--- src/hw/rtl/pfa_pkg.sv ---
// pfa_pkg: shared types and constants for the polygon fan area block.
// Used by pfa_front, pfa_back and polygon_fan_area; no dependencies.
package pfa_pkg;

    localparam int CoordWidth = 16;
    localparam int AreaWidth  = 38;
    localparam int CountWidth = 4;
    localparam int DiffWidth  = 17;
    localparam int CrossWidth = 35;
    localparam int MagWidth   = 34;
    localparam int NormWidth  = 70;
    localparam int RootWidth  = 36;
    localparam int StepWidth  = 6;

    localparam logic [1:0] STATUS_OK    = 2'd0;
    localparam logic [1:0] STATUS_SHORT = 2'd1;
    localparam logic [1:0] STATUS_LONG  = 2'd2;

    // One job handed from the front to the back
    typedef struct packed {
        logic signed [CoordWidth-1:0] v0_x;
        logic signed [CoordWidth-1:0] v0_y;
        logic signed [CoordWidth-1:0] v0_z;
        logic signed [CoordWidth-1:0] vi_x;
        logic signed [CoordWidth-1:0] vi_y;
        logic signed [CoordWidth-1:0] vi_z;
        logic signed [CoordWidth-1:0] vj_x;
        logic signed [CoordWidth-1:0] vj_y;
        logic signed [CoordWidth-1:0] vj_z;
        logic                         has_tri;
        logic                         emit;
        logic [CountWidth-1:0]        tri_count;
        logic [1:0]                   status;
    } job_t;

    typedef enum logic [2:0] {
        ST_IDLE,
        ST_CROSS,
        ST_SQUARE,
        ST_ROOT,
        ST_ACCUM,
        ST_OUT
    } back_state_t;

endpackage

--- src/hw/rtl/pfa_front.sv ---
// pfa_front: accepts vertices, tracks face state, classifies each into a job.
// Depends on pfa_pkg.
module pfa_front #(
    parameter int MAX_SIDES = 16
) (
    input  logic                aclk,
    input  logic                aresetn,
    input  logic                in_valid,
    output logic                in_ready,
    input  logic [15:0]         x_in,
    input  logic [15:0]         y_in,
    input  logic [15:0]         z_in,
    input  logic                last_in,
    output logic                job_valid,
    input  logic                job_ready,
    output pfa_pkg::job_t       job_out
);
    localparam int CntW = $clog2(MAX_SIDES + 2);
    localparam int CapI = (MAX_SIDES - 2 > 15) ? 15 : MAX_SIDES - 2;
    localparam logic [CntW-1:0] CntMax = CntW'(MAX_SIDES + 1);

    logic [CntW-1:0]  count_reg, count_next, count_inc;
    logic [47:0]      first_reg, prev_reg;
    pfa_pkg::job_t    job_reg, job_next;
    logic             jv_reg, jv_next;
    logic             take;

    assign in_ready  = !jv_reg || job_ready;
    assign take      = in_valid && in_ready;
    assign job_valid = jv_reg;
    assign job_out   = job_reg;
    assign count_inc = (count_reg < CntMax) ? count_reg + 1'b1 : count_reg;

    // Build the job for the incoming vertex
    always_comb begin
        job_next      = job_reg;
        job_next.vj_x = x_in;
        job_next.vj_y = y_in;
        job_next.vj_z = z_in;
        job_next.v0_x = (count_reg == '0) ? x_in : first_reg[47:32];
        job_next.v0_y = (count_reg == '0) ? y_in : first_reg[31:16];
        job_next.v0_z = (count_reg == '0) ? z_in : first_reg[15:0];
        job_next.vi_x = prev_reg[47:32];
        job_next.vi_y = prev_reg[31:16];
        job_next.vi_z = prev_reg[15:0];
        job_next.has_tri = (count_reg >= CntW'(2));
        job_next.emit    = last_in;
        if (count_inc < CntW'(3)) begin
            job_next.status    = pfa_pkg::STATUS_SHORT;
            job_next.tri_count = '0;
        end else begin
            job_next.status = (count_inc > CntW'(MAX_SIDES)) ? pfa_pkg::STATUS_LONG
                                                             : pfa_pkg::STATUS_OK;
            job_next.tri_count = (count_inc - CntW'(2) > CntW'(CapI))
                ? pfa_pkg::CountWidth'(CapI)
                : pfa_pkg::CountWidth'(count_inc - CntW'(2));
        end
        jv_next    = take ? 1'b1 : (job_ready ? 1'b0 : jv_reg);
        count_next = take ? (last_in ? '0 : count_inc) : count_reg;
    end

    // Hold face state and the job register
    always_ff @(posedge aclk) begin
        if (!aresetn) begin
            count_reg <= '0;
            jv_reg    <= 1'b0;
        end else begin
            count_reg <= count_next;
            jv_reg    <= jv_next;
        end
        if (take) begin
            job_reg  <= job_next;
            prev_reg <= {x_in, y_in, z_in};
            if (count_reg == '0) first_reg <= {x_in, y_in, z_in};
        end
    end

    assert property (@(posedge aclk) disable iff (!aresetn)
        take && last_in |=> count_reg == '0)
        else $error("count not cleared after last vertex");
    assert property (@(posedge aclk) disable iff (!aresetn)
        count_reg <= CntMax)
        else $error("vertex count over its limit");
    assert property (@(posedge aclk) disable iff (!aresetn)
        take |=> jv_reg)
        else $error("accepted vertex produced no job");
endmodule

--- config.mk ---
export PLATFORM = sky130hd
export DESIGN_NAME = pfa_front
export DESIGN_NICKNAME = d
export VERILOG_FILES = /design/src/hw/rtl/pfa_pkg.sv /design/src/hw/rtl/pfa_front.sv
export SDC_FILE = /design/constraint.sdc
export NUM_CORES = 1
export LEC_CHECK = 0
export BUFFER_PORTS_ARGS = -buffer_cell sky130_fd_sc_hd__buf_2
export CAP_MARGIN = 20
export CORE_MARGIN = 2
export CORE_UTILIZATION = 58
export CTS_BUF_LIST = sky130_fd_sc_hd__clkbuf_4 sky130_fd_sc_hd__clkbuf_8
export CTS_CLUSTER_SIZE = 30
export DETAILED_ROUTE_END_ITERATION = 10
export PLACE_DENSITY_LB_ADDON = 0.3
export SKIP_LAST_GASP = 1
export SLEW_MARGIN = 20
export SYNTH_ARGS = -nofsm -noshare
export SYNTH_HDL_FRONTEND = slang
export SYNTH_SLANG_ARGS = --single-unit
--- constraint.sdc ---
create_clock -name aclk -period 11.9 [get_ports aclk]
set_clock_uncertainty 0.05 [all_clocks]
set_input_delay 1.785 -clock aclk [delete_from_list [all_inputs] [get_ports aclk]]
set_output_delay 1.785 -clock aclk [all_outputs]
set_load 0.01 [all_outputs]
==> After elaboration in Yosys (flattened, before gate mapping) <==
Cells that the tools add are included.
{ "word_totals": {"elab_cells": 41, "regBits": 254, "inputBits": 53} }
{ "op_classes": {"n_mux": 9, "n_lt_le_gt_ge": 5, "add_sub_neg": 2, "reduce_logical": 7} }
{ "ops": {"columns": ["operator", "n"], "rows": [
  ["$mux 16", 3],
  ["$mux 5", 2],
  ["$add 5x1->5 const B", 1],
  ["$ge 5x2->1 const B", 1],
  ["$gt 5x4->1 const B", 1],
  ["$gt 5x5->1 const B", 1],
  ["$logic_not 5->1", 1],
  ["$lt 5x2->1 const B", 1],
  ["$lt 5x5->1 const B", 1],
  ["$sub 5x2->5 const B", 1],
  ["$mux 4", 1],
  ["$mux 1", 2],
  ["$mux 2", 1],
  ["$reduce_and 2->1", 1],
  ["$reduce_bool 2->1", 1],
  ["$reduce_or 2->1", 1],
  ["$logic_and 1x1->1", 1],
  ["$logic_not 1->1", 1],
  ["$logic_or 1x1->1", 1]
]} }

==> Logic depth before layout (Yosys ltp) <==
Gate-level depths: netlist (run 1).
{ "depth": {"ltp_word": 5, "ltp_mapped": 10, "ltp_nobuf": 9} }

==> Least setup slack after synthesis (run 1) <==
Ideal clock, no wire load.
{ "synth_path": {"path_kind": "input-to-reg", "from": "in job_ready", "to": "reg job_reg, in the netlist job_out[0] (enable)", "path_slack_ps": 6164, "n_path_buf": 1, "setup_time_ps": 504, "stages": 4, "required_time_ps": 11346, "t_arrival_ps": 5182, "cell_sequence": "nand2b_1 nand2_1 clkbuf_1 inv_1"} }
{ "synth_between": {"elab_chain_len": 2} }
{ "synth_rtl": {"columns": ["item", "line_no", "rtl"], "rows": [
  ["start: declaration", "pfa_front.sv:15", "input logic job_ready,"],
  ["$logic_or 1x1->1", "pfa_front.sv:28", "assign in_ready = !jv_reg || job_ready;"],
  ["$logic_and 1x1->1", "pfa_front.sv:29", "assign take = in_valid && in_ready;"],
  ["end signal: assignment", "pfa_front.sv:72", "job_reg <= job_next;"],
  ["end: declaration", "pfa_front.sv:24", "pfa_pkg::job_t job_reg, job_next;"]
]} }
Every way passes these cells.
A chain may end at the register's enable or synchronous reset.

==> Final worst setup path (run 1) <==
{ "layout_path": {"from": "in job_ready", "to": "out in_ready"} }
{ "layout_between": {"elab_chain_len": 1} }
{ "layout_rtl": {"columns": ["item", "line_no", "rtl"], "rows": [
  ["$logic_or 1x1->1", "pfa_front.sv:28", null],
  ["end: declaration", "pfa_front.sv:9", "output logic in_ready,"]
]} }
Every way passes these cells.

==> results of run 1 <==
[metal layers]
metal	wire (um)	vias to the layer above	part of all wire [%]	track usage, %
li1	-	1822	-	-
met1	4992	1967	38	22.37
met2	6883	166	53	30.89
met3	869	23	6.7	3.620
met4	304	0	2.3	6.622
met5	0	-	0	0
[kinds of logic (layout without fill, tap and decap cells)]
group                    after synthesis  in the layout  share of synthesized area, %
adder cells (fa/ha/maj)                5              5                        0.8194
multiplexers                          48             48                         7.080
buffers and inverters                 68            270                         6.047
AND/OR/NAND/NOR                       32             32                         2.261
AO/OA/AOI/OAI                         32             32                         3.327
XOR/XNOR                               2              2                        0.2295
flip-flops                           206            206                         80.24
[cell usage in the layout, fill, tap and decap left out, types with 2 or more instances in the layout]
cell         n
a21boi_0     3
a21o_1       3
a21oi_1      3
a2bb2oi_1    2
buf_2      206
buf_4        3
bufinv_16    3
clkbuf_4     7
clkbuf_8    30
clkinv_1     8
clkinv_2     3
dfxtp_1      6
edfxtp_1   200
ha_1         5
inv_1        7
inv_6        2
mux2_1       9
mux2_2      39
nand2_1      6
nand2b_1     3
nand3_1      3
nor2_1       5
nor2b_1      3
o21ai_0      5
o31ai_1      2
o41ai_1      2
or2_2        2
or3_1        4
xnor2_1      2
[metrics by stage]
step           std cells  hold WS, ps  cell area [um2]  setup WS [ps]  total power (W)
5_1_grt              767        404.9             9102           7825         0.001609
3_5_place_dp         714        380.0             8486           7648         0.001004
3_3_place_gp         714        373.4             8486           7748        0.0009980
6_report             767        393.1             9102           7860         0.001550
2_1_floorplan        393        377.7             7635           6164        0.0009590
4_1_cts              767        394.5             9102           7861         0.001566
[path summary, 6_finish.rpt]
kind / start / endpoint / slack [ps]
min reg2reg: prev_reg[45] / job_out[101] / 390
max reg2reg: job_valid / job_out[109] / 9170
min: prev_reg[45] / job_out[101] / 390
max: job_ready / in_ready / 7860
[layout make-up]
cell class              count  area, um2
clock buffers              37      465.4
clock inverters            16      151.4
fillers                   849       3620
inverters                   8      35.03
multi-input cells         119       1056
flip-flops and latches    206       6126
well taps                 172      215.2
repair buffers            209       1054
[Yosys cell counts, types with 4 or more instances]
cell      count  area, um2
buf_2         6      30.03
buf_4        51      382.9
dfxtp_1       6      120.1
edfxtp_1    200       6006
ha_1          5      62.56
inv_1         8      30.03
mux2_1        9      101.4
mux2_2       39      439.2
nand2_1       6      22.52
nor2_1        5      18.77
nor2b_1       4      25.02
o21ai_0       5      25.02
or3_1         4      25.02
[power groups by stage]
stage,clock [W],sequential [W],combinational [W]
3_3_place_gp,0,0.000882,0.000116
2_1_floorplan,0,0.000899,0.0000603
6_report,0.000563,0.000869,0.000118
3_5_place_dp,0,0.000884,0.000119
4_1_cts,0.000576,0.000870,0.000120
5_1_grt,0.000608,0.000874,0.000127
==> results.cfg, run 1 <==
[status]
status = finished clean

[sta]
hold_viol_final = 0
drv_slew = 0
finalSetupViolations = 0
rsz0062_at_grt = no
worst_pin_slew_ps = 914.0
finalCritPeriodShare_pct = 33.95
fin_tns_setup_ps = 0
period_needed_ps = 4040
slew_headroom_pct = 39.07
max_clock_freq_mhz = 247.5

[setup_path]
critPathSlowestCell = nand2b_1
end_kind = output pin
path_cells = buf_2 -> nand2b_1 -> buf_2
cpMostUsedCell = buf_2
cp-start-kind = input pin
cp_slowest_stage_delay_ps = 170
cp.arrival_ps = 2210
r2r_cells = 4
cp.required_ps = 10070
critPathMaxFanout = 4
cp.depth = 3
path_buf_inv = 2
critical_path_class = in -> out
cp_top_family = buffers and inverters

[clocking]
cts_num_sinks = 206
worstSkewPairLatency_ps = 510
cts-buffers-inserted = 30
clockRootBuffer = clkbuf_8
postCtsSetupBuffers = 0
clock_path_buffers = 3
cts_tree = yes
hold_buffers = 0
htreeDepth = 1
clkTransAtPathRegs_ps = 60
cts_resized = 0

[floorplan]
fp-row-count = 41
die_w_um = 118.7
coreArea_mm2 = 0.01272
die-height_um = 118.7
start_util_pct = 60.01
top_level_ports = 207
die_area_mm2 = 0.01410

[routing]
vias_per_cell = 5.186
drcViolationCount = 0
vias = 3978
drt_iter0_drc = 291
drt_pass1_iterations = 4
detail_route.wl_per_cell_um = 17.01
ant_nets = 0
routed_wl_um = 13050

[logic_synthesis]
syn_inst = 393
yosysWarnings = 0
synth-seq-area-share_pct = 80.24
avgSynthCellArea_um2 = 19.43
ys_ff_latch = 206
yosys_most_used_dff = edfxtp_1
async_reset_ff_share_pct = 0
syn_nets = 451
synth_edf_count = 200
synth_cell_types = 42
mappedNetlistArea_mm2 = 0.007635

[place]
portBuffers = 206
gp_congestion = 0.8890
dp_hpwl_um = 8656

[power]
clockPowerShare_pct = 36.3
pwr-share-seq_pct = 56.1
ir_drop_v = 0.0001004
combPwrFrac_pct = 7.6
p_leak_nw = 3.561
sw_frac_of_total_pct = 21.01
p_int_w = 0.001224
switchingPower_w = 0.0003255
powerDensity_mw_per_mm2 = 170.2

[grt]
gr-total-overflow = 0
grt_pass1_vias = 3920
grt_max_degree = 81
grtUsageTotal_pct = 17.87
antenna_found_initial = 0
grt_pass1_wl_um = 19890

[final_layout]
diodes = 0
utilization_pct = 71.55
nets = 632
largest_reg_flops = 104
areaGrowthSynthToFinish_pct = 19.22
layout-drive-gt1-share_pct = 50.76

[min_path]
hold_depth = 0
hold_class = reg -> reg

[run]
max_cap_viol_count = 0
No activity file was read; power rests on OpenSTA's default activity.
==> run 2: changes to the inputs <==
ABC_AREA = 1   (was not set)
CORE_UTILIZATION = 49   (was 58)
clock period = 3.7 ns   (was 11.9 ns; I/O delays follow)
==> run 2 against run 1 <==
Sequential cell count did not move. Count of clock-buffer cells in the layout rose by 8. Register-to-register slack got worse by 8000 ps. Area after synthesis fell by 1.2%. Die area rose by 16%. First-iteration DRC count fell by 16%. Critical endpoint is now job_out[109]. Highest routed layer unchanged. Clock power rose to 3.2 times the previous value. Global-route usage fell by 1.7 points. Via count fell by 3.6%. Sequential share of layout area rose by 0.15 points. Critical path depth rose by 2. Total power rose to 3.2 times the previous value.
==> results.cfg, run 2 <==
[setup_path]
critPathMaxFanout = 71
end_kind = flip-flop
critical_path_class = reg -> reg
cp.required_ps = 3750
reg2reg_from = job_valid
r2r_cells = 5
timing.rr.end = job_out[109]
r2r_setup_slack_ps = 1150
cp-start-kind = flip-flop
cp.arrival_ps = 2600

[grt]
grt_max_degree = 72
grt_pass1_vias = 3871
antenna_found_initial = 0
grtUsageTotal_pct = 16.12
grt_pass1_wl_um = 20430
gr-total-overflow = 0

[clocking]
cts_tree = yes
clock_path_buffers = 3
clkTransAtPathRegs_ps = 60
clockRootBuffer = clkbuf_8
cts-buffers-inserted = 35
cts_resized = 0
cts_num_sinks = 206
worstSkewPairLatency_ps = 480
hold_buffers = 0
postCtsSetupBuffers = 0
htreeDepth = 2

[place]
gp_congestion = 0.7768
portBuffers = 206
placed_cells = 736
dp_hpwl_um = 8709

[routing]
detail_route.wl_per_cell_um = 16.81
vias = 3833
vias_per_cell = 4.834
routed_wl_um = 13330
drt_pass1_iterations = 4
ant_nets = 0
drt_iter0_drc = 243
drcViolationCount = 0

[power]
ir_drop_v = 0.0002845
p_leak_nw = 3.616
powerDensity_mw_per_mm2 = 547.6

[sta]
worst_pin_slew_ps = 882.8
fin_tns_setup_ps = 0
drv_slew = 0
rsz0062_at_grt = no
hold_viol_final = 0
finalCritPeriodShare_pct = 68.86
finalSetupViolations = 0
period_needed_ps = 2548
slew_headroom_pct = 41.15
max_clock_freq_mhz = 392.5

[floorplan]
die_area_mm2 = 0.01640
fp-row-count = 45
die_w_um = 128.1
top_level_ports = 207
coreArea_mm2 = 0.01515
die-height_um = 128.1
start_util_pct = 49.79

[logic_synthesis]
syn_nets = 448
synth_most_common_cell = edfxtp_1
yosys.area.top_type = edfxtp_1
synth-seq-area-share_pct = 81.23
synth_cell_types = 26
synth_edf_count = 200
synth_top_area_share_pct = 79.64
yosys_most_used_dff = edfxtp_1
avgSynthCellArea_um2 = 19.34
synthTopCellsByCount = 200 x edfxtp_1, 49 x buf_4, 39 x mux2_2
yosysWarnings = 0
async_reset_ff_share_pct = 0
ys_ff_latch = 206
synth_area_leaders = edfxtp_1 80%, mux2_2 5.8%, buf_4 4.9%
syn_inst = 390
mappedNetlistArea_mm2 = 0.007541

[min_path]
hold_class = in -> reg
hp-start = z_in[10]
min_to = prev_reg[10]
hold_depth = 1

[final_layout]
diodes = 0
layout-drive-gt1-share_pct = 53.39
areaGrowthSynthToFinish_pct = 20.44
largest_reg_flops = 104
instances_no_fill = 793
nets = 643
layout_commonest_cell = buf_2
final_cell_mix = 206 x buf_2, 200 x edfxtp_1, 39 x mux2_2

[run]
max_cap_viol_count = 0

[status]
status = finished clean
==> run 2: metal layers <==
layer / track usage, % / up-vias / wire length, um
met3: 4.174 / 27 / 775
met2: 27.87 / 119 / 6988
li1: - / 1804 / -
met4: 6.723 / 0 / 287
met5: 0 / - / 0
met1: 19.31 / 1883 / 5277
==> run 2: worst max-delay path, stage by stage, from the launching register on <==
cell and delay (ps):
dfxtp_1 310, nand2_1 90, nand2_1 230, clkinvlp_4 150, buf_4 500, buf_4 800
==> run 2: metrics by stage <==
step,setup slack (ps),util [%],hold WS (ps),power (W),instance area (um2)
final,1152,59.97,223.1,0.004974,9082
after CTS,1115,59.97,191.3,0.005049,9082
after floorplan,5.526,-,377.7,0.003090,7545
after global placement,838.9,55.95,376.3,0.003226,8474
after detailed placement,771.3,55.95,379.9,0.003244,8474
after global routing,929.8,59.97,201.7,0.005200,9082
==> run 2: kinds of logic (layout without fill, tap and decap cells) <==
| kind of cell | count (synthesis) | after routing | synth area share, % |
|---|---|---|---|
| compound gates | 12 | 12 | 1.195 |
| fa+ha+maj | 5 | 5 | 0.8296 |
| flops | 206 | 206 | 81.23 |
| simple gates | 46 | 46 | 2.837 |
| xor+xnor | 1 | 1 | 0.1162 |
| mux | 48 | 48 | 7.616 |
| buf+inv | 72 | 287 | 6.172 |
==> run 2: report_power, final <==
part	internal [W]	total, W	switching [W]
Clock	0.000974	0.00179	0.000812
Combinational	0.000159	0.000392	0.000233
Sequential	0.00275	0.00280	0.0000442
Total	0.00388	0.00497	0.00109
==> run 2: worst max-delay path by stage <==
| stage | startpoint | endpoint | slack, ps | cells past startpoint |
|---|---|---|---|---|
| finish | job_valid | job_out[109] | 1150 | 5 |
| global route | job_valid | job_out[109] | 930 | 5 |
| CTS | job_valid | job_out[84] | 1110 | 5 |
| detailed placement | job_ready | prev_reg[13] | 770 | 7 |
| global placement | job_ready | job_out[81] | 840 | 7 |
| floorplan | job_ready | job_out[0] | 6 | 4 |
==> run 2: area by class of cell <==
type | instances | area [um2]
Clock inverter | 12 | 51.30
Timing Repair Buffer | 211 | 1081
Multi-Input combinational cell | 112 | 957.2
Inverter | 19 | 75.07
Fill cell | 1147 | 6063
Sequential cell | 206 | 6126
Tap cell | 188 | 235.2
Clock buffer | 45 | 556.8
